--- config.mk ---
export PLATFORM = sky130hd
export DESIGN_NAME = gpp_ctrl
export DESIGN_NICKNAME = d
export VERILOG_FILES = /design/src/rtl/gpp_pkg.sv /design/src/rtl/gpp_ctrl.sv
export SDC_FILE = /design/constraint.sdc
export NUM_CORES = 1
export LEC_CHECK = 0
export BUFFER_PORTS_ARGS = -buffer_cell sky130_fd_sc_hd__buf_2
export CAP_MARGIN = 25
export CORE_AREA = 2 2 39 41
export DETAILED_ROUTE_END_ITERATION = 16
export DIE_AREA = 0 0 41 43
export GPL_TIMING_DRIVEN = 1
export PLACE_DENSITY_LB_ADDON = 0.08
export SYNTH_ARGS = -nofsm -noshare
export SYNTH_HDL_FRONTEND = slang
export SYNTH_SLANG_ARGS = --single-unit
--- constraint.sdc ---
create_clock -name clk -period 1.9 [get_ports clk]
set_input_delay 0.095 -clock clk [delete_from_list [all_inputs] [get_ports clk]]
set_output_delay 0.095 -clock clk [all_outputs]
set_load 0.005 [all_outputs]
--- src/rtl/gpp_pkg.sv ---
// Shared constants, opcodes and controller/datapath handshake types of the principal pool.
package gpp_pkg;

  // Default pool size and capability mask width.
  localparam int SLOTS_DEF    = 64;
  localparam int CAP_BITS_DEF = 64;

  // Field widths of one slot entry and of a handle.
  localparam int GEN_W = 32;
  localparam int RC_W  = 32;
  localparam int HND_W = 64;

  // Request opcodes.
  localparam logic [2:0] OP_CREATE     = 3'd0;
  localparam logic [2:0] OP_ADDREF     = 3'd1;
  localparam logic [2:0] OP_RELEASE    = 3'd2;
  localparam logic [2:0] OP_BUMP       = 3'd3;
  localparam logic [2:0] OP_ALLOWS     = 3'd4;
  localparam logic [2:0] OP_HANDLEOF   = 3'd5;
  localparam logic [2:0] OP_FROMHANDLE = 3'd6;
  localparam logic [2:0] OP_ACQUIRE    = 3'd7;

  // Commands from the controller to the datapath.
  typedef struct packed {
    logic clear;   // write one zero entry of the clearing pass
    logic accept;  // latch the incoming request and start the slot read
    logic exec;    // update the slot and load the result register
  } gpp_cmd_t;

  // Status from the datapath to the controller.
  typedef struct packed {
    logic clear_last;  // the clearing pass is at its last entry
    logic out_busy;    // the result register holds a result not yet taken
  } gpp_stat_t;

endpackage

--- src/rtl/gpp_ctrl.sv ---
// Controller of the principal pool: clearing pass, request intake and slot update sequencing.
module gpp_ctrl (
  input  logic               clk,
  input  logic               rst_n,
  input  logic               in_valid,
  output logic               in_ready,
  input  gpp_pkg::gpp_stat_t stat,
  output gpp_pkg::gpp_cmd_t  cmd
);

  localparam logic [1:0] ST_CLEAR = 2'd0;
  localparam logic [1:0] ST_IDLE  = 2'd1;
  localparam logic [1:0] ST_EXEC  = 2'd2;

  logic [1:0] state_r;
  logic [1:0] state_nxt;

  // Next state and commands.
  always_comb begin
    state_nxt  = state_r;
    cmd        = '0;
    in_ready   = 1'b0;
    unique case (state_r)
      ST_CLEAR: begin
        cmd.clear = 1'b1;
        if (stat.clear_last) begin
          state_nxt = ST_IDLE;
        end
      end
      ST_IDLE: begin
        in_ready = 1'b1;
        if (in_valid) begin
          cmd.accept = 1'b1;
          state_nxt  = ST_EXEC;
        end
      end
      ST_EXEC: begin
        // The update waits until the result register can take the answer.
        if (!stat.out_busy) begin
          cmd.exec  = 1'b1;
          state_nxt = ST_IDLE;
        end
      end
      default: begin
        state_nxt = ST_CLEAR;
      end
    endcase
  end

  // State register.
  always_ff @(posedge clk) begin
    if (!rst_n) begin
      state_r <= ST_CLEAR;
    end else begin
      state_r <= state_nxt;
    end
  end

endmodule

==> results of run 1 <==
## worst max-delay path by stage
stage,from,to,depth (start not counted)
final,state_r[1],cmd[0],2
after global routing,state_r[1],cmd[0],2
after CTS,state_r[1],cmd[0],2
after detailed placement,state_r[0],state_r[0],2
after global placement,state_r[0],state_r[0],2
after floorplan,state_r[0],state_r[0],2
## cells in the final DEF, fill, tap and decap left out, drive strengths merged
| cell | n |
|---|---|
| buf | 8 |
| nor2b | 3 |
| clkbuf | 3 |
| nand3b | 2 |
| dfxtp | 2 |
| nor2 | 1 |
| inv | 1 |
| nor3b | 1 |
| o21ai | 1 |
| o311a | 1 |
| a21boi | 1 |
## final cells by class
class | instances | area [sq um] | area share [%]
Sequential cell | 2 | 40.0 | 20.6
Tap cell | 16 | 20.0 | 10.3
Multi-Input combinational cell | 10 | 67.6 | 34.8
Clock buffer | 3 | 22.5 | 11.6
Inverter | 1 | 3.75 | 1.94
Timing Repair Buffer | 8 | 40.0 | 20.6
## power by group through the flow
stage                     Clock [mW]  Sequential [mW]  Combinational (mW)
after floorplan                    0           0.0498              0.0114
after global placement             0           0.0512              0.0237
after detailed placement           0           0.0513              0.0236
after CTS                     0.0998           0.0507              0.0236
after global routing           0.108           0.0514              0.0258
final                         0.0925           0.0507              0.0229
## metrics by stage
step	utilization [%]	total power [mW]	cell area, sq um
final	14.0	0.166	194
after floorplan	-	0.0612	111
after detailed placement	12.4	0.0749	171
after CTS	14.0	0.174	194
after global placement	12.4	0.0749	171
after global routing	14.0	0.185	194
## critical path, stage by stage, from the launching register on
cell     delay [ns]
dfxtp_1        0.40
nor3b_1        0.20
buf_2          0.14
## routing by layer
layer / GRT usage [%] / up-vias / wire [microns]
li1: - / 69 / -
met1: 4.46 / 52 / 141
met2: 5.63 / 4 / 144
met3: 4.71 / 0 / 33
met4: 6.00 / 0 / 0
met5: 0 / - / 0
## cell families (layout without fill, tap and decap cells)
logic type	Yosys count	in the layout
compound gates	3	3
buf+inv	1	12
simple gates	7	7
flops	2	2
==> flow_metrics.py, run 1 <==
metrics = {
    "synthesis": {
        "synth-edff-count": 0,
        "synthDistinctLibCells": 9,
        "synth-xor-area-share_pct": 0,
        "synth_common_cells": "nor2b_1 (3), dfxtp_1 (2), nand3b_1 (2)",
        "synth_seq_cells": 2,
        "synth_top_area_cell": "dfxtp_1",
        "synthMuxAreaShare_pct": 0,
        "synth-simple-area-share_pct": 40.4,
        "async_flop_share_pct": 0,
        "netlist_instances": 13,
        "synth_area_sq_um": 111,
        "synth_top_family_by_area": "simple AND/OR/NAND/NOR gates",
        "synth_top_area_share_pct": 36.0,
        "synth.avg_cell_area_sq_um": 8.57,
        "syn_nets": 18,
        "yosys_warnings": 0,
        "synth-compound-area-share_pct": 20.2,
        "ys_seq_area_share_pct": 36.0,
        "synth_area_leaders": "dfxtp_1 (36%), nor2b_1 (17%), nand3b_1 (13%)",
        "synth_flop_cell": "dfxtp_1",
        "yosysMostFrequentCell": "nor2b_1",
        "synth-adder-area-share_pct": 0,
    },
    "grt": {
        "antenna_found_initial": 0,
        "overflow": 0,
        "grt_max_degree": 9,
        "grt_first_pass_wirelength_microns": 503,
        "grt_pass1_vias": 124,
        "grtUsageTotal_pct": 5.01,
    },
    "final_layout": {
        "drive_gt1_share_pct": 45.8,
        "biggestRegsByFlops": "state_r x2",
        "nets": 31,
        "regMostFlops": "state_r",
        "area_growth_syn_to_layout_pct": 74.2,
        "fillCellCount": 170,
        "instances_no_fill": 40,
        "insertedDiodeCount": 0,
        "largest_reg_flops": 2,
    },
    "pwr": {
        "p_leak_nw": 0.0956,
        "p_seq_share_pct": 30.5,
        "pwr-share-clk_pct": 55.7,
        "peakVddDrop_mv": 0.219,
        "p_sw_share_pct": 22.2,
        "p_switching_mw": 0.0368,
        "powerDensity_nw_per_um2": 856,
        "internal_power_mw": 0.129,
        "combPwrFrac_pct": 13.8,
    },
    "min_path": {
        "hold_path_end": "state_r[0]",
        "hold_depth": 2,
        "min-delay-start": "rst_n",
        "hp-class": "primary input to flip-flop",
    },
    "sta": {
        "setup_viol": 0,
        "worstMarginPinSlew_ns": 0.219,
        "clock_skew_ns": 0.00135,
        "slew_violations": 0,
        "hold_violations": 0,
        "max_freq_ghz": 0.941,
        "fin_crit_ns": 1.06,
        "fin_worst_hold_slack_ns": 0.127,
        "period_share_pct": 55.9,
        "setup_slack_ns": 0.837,
        "rsz0062_at_grt": "no",
        "tns_ns": 0,
        "slew_headroom_pct": 85.4,
    },
    "die": {
        "die_w_microns": 41,
        "die_h_microns": 43,
        "ios": 9,
        "core_area_sq_um": 1380,
        "rows": 14,
        "die-area_sq_um": 1760,
        "start_util_pct": 8.05,
    },
    "detailed_routing": {
        "vias": 125,
        "drtIter0Drc": 3,
        "routed_wl_microns": 319,
        "routedWlPerCell_microns": 7.98,
        "ant_nets": 0,
        "drc_errors": 0,
        "via_per_inst": 3.13,
        "drtPass1Iterations": 2,
    },
    "placement": {
        "gp_congestion": 0.544,
        "pre_cts_ws_ns": 0.949,
        "io_buffers": 8,
        "place_inst": 37,
    },
    "cts": {
        "cts_tree": "yes",
        "root_buffer": "clkbuf_4",
        "cts_buffer_depth": 2,
        "clk_pin_slew_worst_paths_ns": 0.03,
        "post-cts-setup-buffers": 0,
        "cts.sinks": 2,
        "cts_max_level": 1,
        "ctsResizeCount": 0,
        "clkLatencyLatePin_ns": 0.22,
        "hold_buffers": 0,
        "cts_buffers": 3,
    },
    "worst_setup_path": {
        "worstPathRequired_ns": 1.80,
        "cp.arrival_ns": 0.97,
        "cp_max_fo": 7,
        "timing.rr.end": "state_r[0]",
        "critPathLaunchType": "flip-flop",
        "timing.rr.start": "state_r[0]",
        "r2r_cells": 2,
        "ff2ff_setup_slack_ns": 0.95,
        "endpoint_kind": "output port",
        "path_class": "flip-flop to output port",
    },
    "flow_run": {
        "max-cap-violations": 0,
    },
    "status": {
        "status": "finished clean",
    },
}
Power figures use the tool's default switching activity.
==> run 2, diff against run 1 <==
==> constraint.sdc (replaced) <==
create_clock -name clk -period 0.9 [get_ports clk]
set_input_delay 0.045 -clock clk [delete_from_list [all_inputs] [get_ports clk]]
set_output_delay 0.045 -clock clk [all_outputs]
set_load 0.005 [all_outputs]
==> flow_metrics.py, run 2 (same netlist as run 1, synthesis figures left out) <==
metrics = {
    "final_layout": {
        "drive_gt1_share_pct": 65.4,
        "nets": 33,
        "largest_reg_flops": 2,
        "biggestRegsByFlops": "state_r x2",
        "regMostFlops": "state_r",
        "instances_no_fill": 42,
        "area_growth_syn_to_layout_pct": 101,
        "insertedDiodeCount": 0,
        "final_cell_mix": "buf_2 (8), nor2b_1 (3), clkbuf_4 (3)",
        "fillCellCount": 166,
        "layout_commonest_cell": "buf_2",
        "final_area_sq_um": 224,
        "final_util_pct": 16.2,
    },
    "worst_setup_path": {
        "cp_max_fo": 6,
        "path_cells": "buf_6 > nor3b_2 > buf_2",
        "endpoint_kind": "output port",
        "crit_slowest_cell": "dfxtp_2",
        "cp.arrival_ns": 0.91,
        "critPathLaunchType": "flip-flop",
        "path_class": "flip-flop to output port",
        "cpPeakStageDelay_ns": 0.32,
        "worstPathRequired_ns": 0.85,
    },
    "placement": {
        "hpwlAfterDp_microns": 244,
        "place_area_sq_um": 179,
        "gp_congestion": 0.552,
        "place_inst": 38,
        "io_buffers": 8,
        "pre_cts_ws_ns": 0.0228,
    },
    "pwr": {
        "peakVddDrop_mv": 0.537,
        "powerDensity_nw_per_um2": 1660,
        "power_mw": 0.371,
        "pwr-share-clk_pct": 53.2,
        "p_sw_share_pct": 22.7,
        "internal_power_mw": 0.287,
        "p_leak_nw": 0.109,
        "p_seq_share_pct": 28.2,
        "p_switching_mw": 0.0842,
        "combPwrFrac_pct": 18.6,
    },
    "sta": {
        "hold_violations": 0,
        "max_freq_ghz": 1.05,
        "rsz0062_at_grt": "yes",
        "fin_worst_hold_slack_ns": 0.0713,
        "slew_headroom_pct": 89.7,
        "setup_viol": 3,
        "worstMarginPinSlew_ns": 0.152,
        "slew_violations": 0,
        "clock_skew_ns": 0.00342,
        "tns_ns": -0.141,
        "fin_crit_ns": 0.956,
        "period_share_pct": 106,
        "setup_slack_ns": -0.0563,
    },
    "cts": {
        "cts_max_level": 1,
        "cts_buffers": 3,
        "clkLatencyLatePin_ns": 0.22,
        "cts_buffer_depth": 2,
        "cts.sinks": 2,
        "clk_pin_slew_worst_paths_ns": 0.03,
        "hold_buffers": 0,
        "cts_tree": "yes",
        "root_buffer": "clkbuf_4",
    },
    "die": {
        "start_util_pct": 8.05,
        "core_area_sq_um": 1380,
        "rows": 14,
        "die-area_sq_um": 1760,
        "die_w_microns": 41,
        "die_h_microns": 43,
        "ios": 9,
    },
    "grt": {
        "overflow": 0,
        "antenna_found_initial": 0,
        "grt_pass1_vias": 111,
        "grtUsageTotal_pct": 4.71,
        "grt_max_degree": 8,
        "grt_first_pass_wirelength_microns": 455,
    },
    "detailed_routing": {
        "routedWlPerCell_microns": 7.67,
        "drt-met1-wl_microns": 158,
        "drc_errors": 0,
        "wl_met2_microns": 134,
        "drtIter0Drc": 2,
        "vias": 133,
        "top_layer": "met3",
        "ant_nets": 0,
        "routed_wl_microns": 322,
        "wl_met3_microns": 29,
        "via_per_inst": 3.17,
        "drtPass1Iterations": 2,
    },
    "status": {
        "status": "complete, but fails checks",
        "violations": "setup timing",
    },
    "flow_run": {
        "max-cap-violations": 0,
    },
    "min_path": {
        "hp-class": "primary input to flip-flop",
    },
}
run 2: critical path: cells and delay by family, from the launching register on:
family,cells,cell delay [ns]
buffers and inverters,2,0.24
flip-flops,1,0.32
AND/OR/NAND/NOR,1,0.13
run 2: per-layer routing:
metal / vias up / global-route usage [%]
met3: 0 / 7.85
li1: 73 / -
met1: 56 / 5.13
met5: - / 0
met2: 4 / 4.06
met4: 0 / 2.00
run 2: power by group through the flow:
stage	combinational (mW)	sequential, mW	clock [mW]
floorplan	0.0241	0.105	0
global placement	0.0611	0.104	0
CTS	0.0688	0.104	0.210
global route	0.0771	0.106	0.217
detailed placement	0.0609	0.103	0
finish	0.0692	0.105	0.197
run 2: layout make-up:
cell class	instances	area, sq um	area share [%]
clock buffers	3	22.5	10.1
inverters	1	3.75	1.68
flip-flops and latches	2	42.5	19.0
repair buffers	10	58.8	26.3
multi-input cells	10	76.3	34.1
well taps	16	20.0	8.94
run 2: repair_timing:
action                     CTS  global route
pin swaps                    1             0
cloned                       0             0
resized for setup            4             1
setup endpoints to repair    4             6
setup buffers                1             0
run 2: worst paths after layout:
kind,slack [ns],to,cells past startpoint,startpoint
max,-0.06,cmd[0],3,state_r[0]
min,0.07,state_r[0],2,rst_n
max reg2reg,0.02,state_r[0],2,state_r[0]
min reg2reg,0.54,state_r[1],2,state_r[1]
==> run 3, diff against run 2 <==
--- a/config.mk
+++ b/config.mk
@@ -5,11 +5,12 @@
 export SDC_FILE = /design/constraint.sdc
 export NUM_CORES = 1
 export LEC_CHECK = 0
-export BUFFER_PORTS_ARGS = -buffer_cell sky130_fd_sc_hd__buf_2
+export ABC_AREA = 0
 export CAP_MARGIN = 25
 export CORE_AREA = 2 2 39 41
 export DETAILED_ROUTE_END_ITERATION = 16
 export DIE_AREA = 0 0 41 43
+export DONT_BUFFER_PORTS = 1
 export GPL_TIMING_DRIVEN = 1
 export PLACE_DENSITY_LB_ADDON = 0.08
 export SYNTH_ARGS = -nofsm -noshare
==> flow_metrics.py, run 3 (same netlist as run 1, synthesis figures left out) <==
metrics = {
    "status": {
        "status": "finished clean",
    },
    "final_layout": {
        "drive_gt1_share_pct": 50.0,
        "regMostFlops": "state_r",
        "final_cell_mix": "clkbuf_4 (3), nand3b_1 (2), nor2b_1 (2), dlygate4sd3_1 (2)",
        "final_util_pct": 14.8,
        "layout_commonest_cell": "clkbuf_4",
        "insertedDiodeCount": 0,
        "multi_input_area_sq_um": 75.1,
        "area_growth_syn_to_layout_pct": 84.3,
        "fillCellCount": 162,
        "final_area_sq_um": 205,
        "nets": 27,
        "instances_no_fill": 36,
        "seq_area_sq_um": 45.0,
        "biggestRegsByFlops": "state_r x2",
        "largest_reg_flops": 2,
    },
    "sta": {
        "tns_ns": 0,
        "clock_skew_ns": 0.00438,
        "rsz0062_at_grt": "yes",
        "setup_viol": 0,
        "setup_slack_ns": 0.00769,
        "max_freq_ghz": 1.12,
        "fin_worst_hold_slack_ns": 0.0292,
        "slew_headroom_pct": 89.5,
        "period_share_pct": 99.1,
        "hold_violations": 0,
        "slew_violations": 0,
        "worstMarginPinSlew_ns": 0.157,
        "fin_crit_ns": 0.892,
    },
    "detailed_routing": {
        "drtPass1Iterations": 1,
        "ant_nets": 0,
        "via_per_inst": 3.56,
        "drc_errors": 0,
        "routed_wl_microns": 345,
        "drtIter0Drc": 0,
        "vias": 128,
        "routedWlPerCell_microns": 9.58,
    },
    "cts": {
        "cts_buffers": 3,
        "clkLatencyLatePin_ns": 0.23,
        "clk_pin_slew_worst_paths_ns": 0.03,
        "cts.sinks": 2,
        "root_buffer": "clkbuf_4",
        "cts_tree": "yes",
        "cts_max_level": 1,
        "cts_buffer_depth": 2,
    },
    "placement": {
        "pre_cts_ws_ns": 0.0167,
        "place_inst": 30,
        "place_area_sq_um": 139,
        "io_buffers": 0,
        "hpwlAfterDp_microns": 244,
        "gp_congestion": 0.533,
    },
    "worst_setup_path": {
        "ff2ff_setup_slack_ns": 0.02,
        "timing.rr.end": "state_r[0]",
        "cp_max_fo": 6,
        "cp.arrival_ns": 0.85,
        "timing.rr.start": "state_r[0]",
        "path_class": "flip-flop to output port",
        "r2r_cells": 2,
        "endpoint_kind": "output port",
        "critPathLaunchType": "flip-flop",
        "worstPathRequired_ns": 0.85,
    },
    "min_path": {
        "hold_path_end": "state_r[0]",
        "hp-class": "primary input to flip-flop",
        "hold_depth": 2,
        "min-delay-start": "stat[0]",
    },
    "grt": {
        "grt_pass1_vias": 144,
        "grtUsageTotal_pct": 6.01,
        "grt_first_pass_wirelength_microns": 579,
        "antenna_found_initial": 0,
        "grt_max_degree": 8,
        "overflow": 0,
    },
    "die": {
        "die_w_microns": 41,
        "core_area_sq_um": 1380,
        "ios": 9,
        "die-area_sq_um": 1760,
        "die_h_microns": 43,
        "start_util_pct": 8.05,
        "rows": 14,
    },
    "flow_run": {
        "max-cap-violations": 0,
    },
    "pwr": {
        "power_mw": 0.358,
        "powerDensity_nw_per_um2": 1740,
        "peakVddDrop_mv": 0.307,
        "p_leak_nw": 0.0821,
    },
}
-- run 3: cell types whose count changed in the layout (fill, tap and decap cells not counted), sizes merged --
| cell | delta |
|---|---|
| buf | -8 |
| dlygate4sd3 | +2 |
-- run 3: how the worst max path moves through the flow --
stage	depth (start not counted)	end	start	slack [ns]
2_1_floorplan	2	state_r[0]	state_r[0]	0.02
3_3_place_gp	3	state_r[0]	state_r[0]	-0.007
3_5_place_dp	3	state_r[0]	state_r[0]	0.02
4_1_cts	2	cmd[0]	state_r[0]	-0.004
5_1_grt	2	cmd[1]	state_r[1]	-0.05
6_report	2	cmd[1]	state_r[1]	0.008
-- run 3: report_power, final --
part	total [mW]	internal (mW)	switching [mW]	leakage, nW
logic	0.0526	0.0328	0.0198	0.0508
registers	0.104	0.0958	0.00853	0.0175
clock network	0.201	0.147	0.0538	0.0138
-- run 3: metal layers --
metal,up-vias,GRT usage [%],part of all wire [%]
li1,64,-,-
met1,54,4.78,32
met2,6,6.56,48
met3,4,7.85,15
met4,0,6.00,5.2
met5,-,0,0
-- run 3: timing repair --
action | CTS | global route
hold endpoints to repair | 2 | 0
gates resized for setup | 5 | 2
cloned | 0 | 0
setup endpoints to repair | 3 | 4
pin swaps | 1 | 0
setup buffers | 0 | 1
hold buffers | 2 | 0
-- run 3: layout make-up --
cell class              count  share of cell area (%)
well taps                  16                    9.76
flip-flops and latches      2                    22.0
inverters                   1                    1.83
clock buffers               3                    11.0
multi-input cells          10                    36.6
repair buffers              4                    18.9
-- run 3: worst max-delay path, stage by stage, from the launching register on --
cell,delay (ns)
dfxtp_4,0.35
nand3b_1,0.19
inv_2,0.08
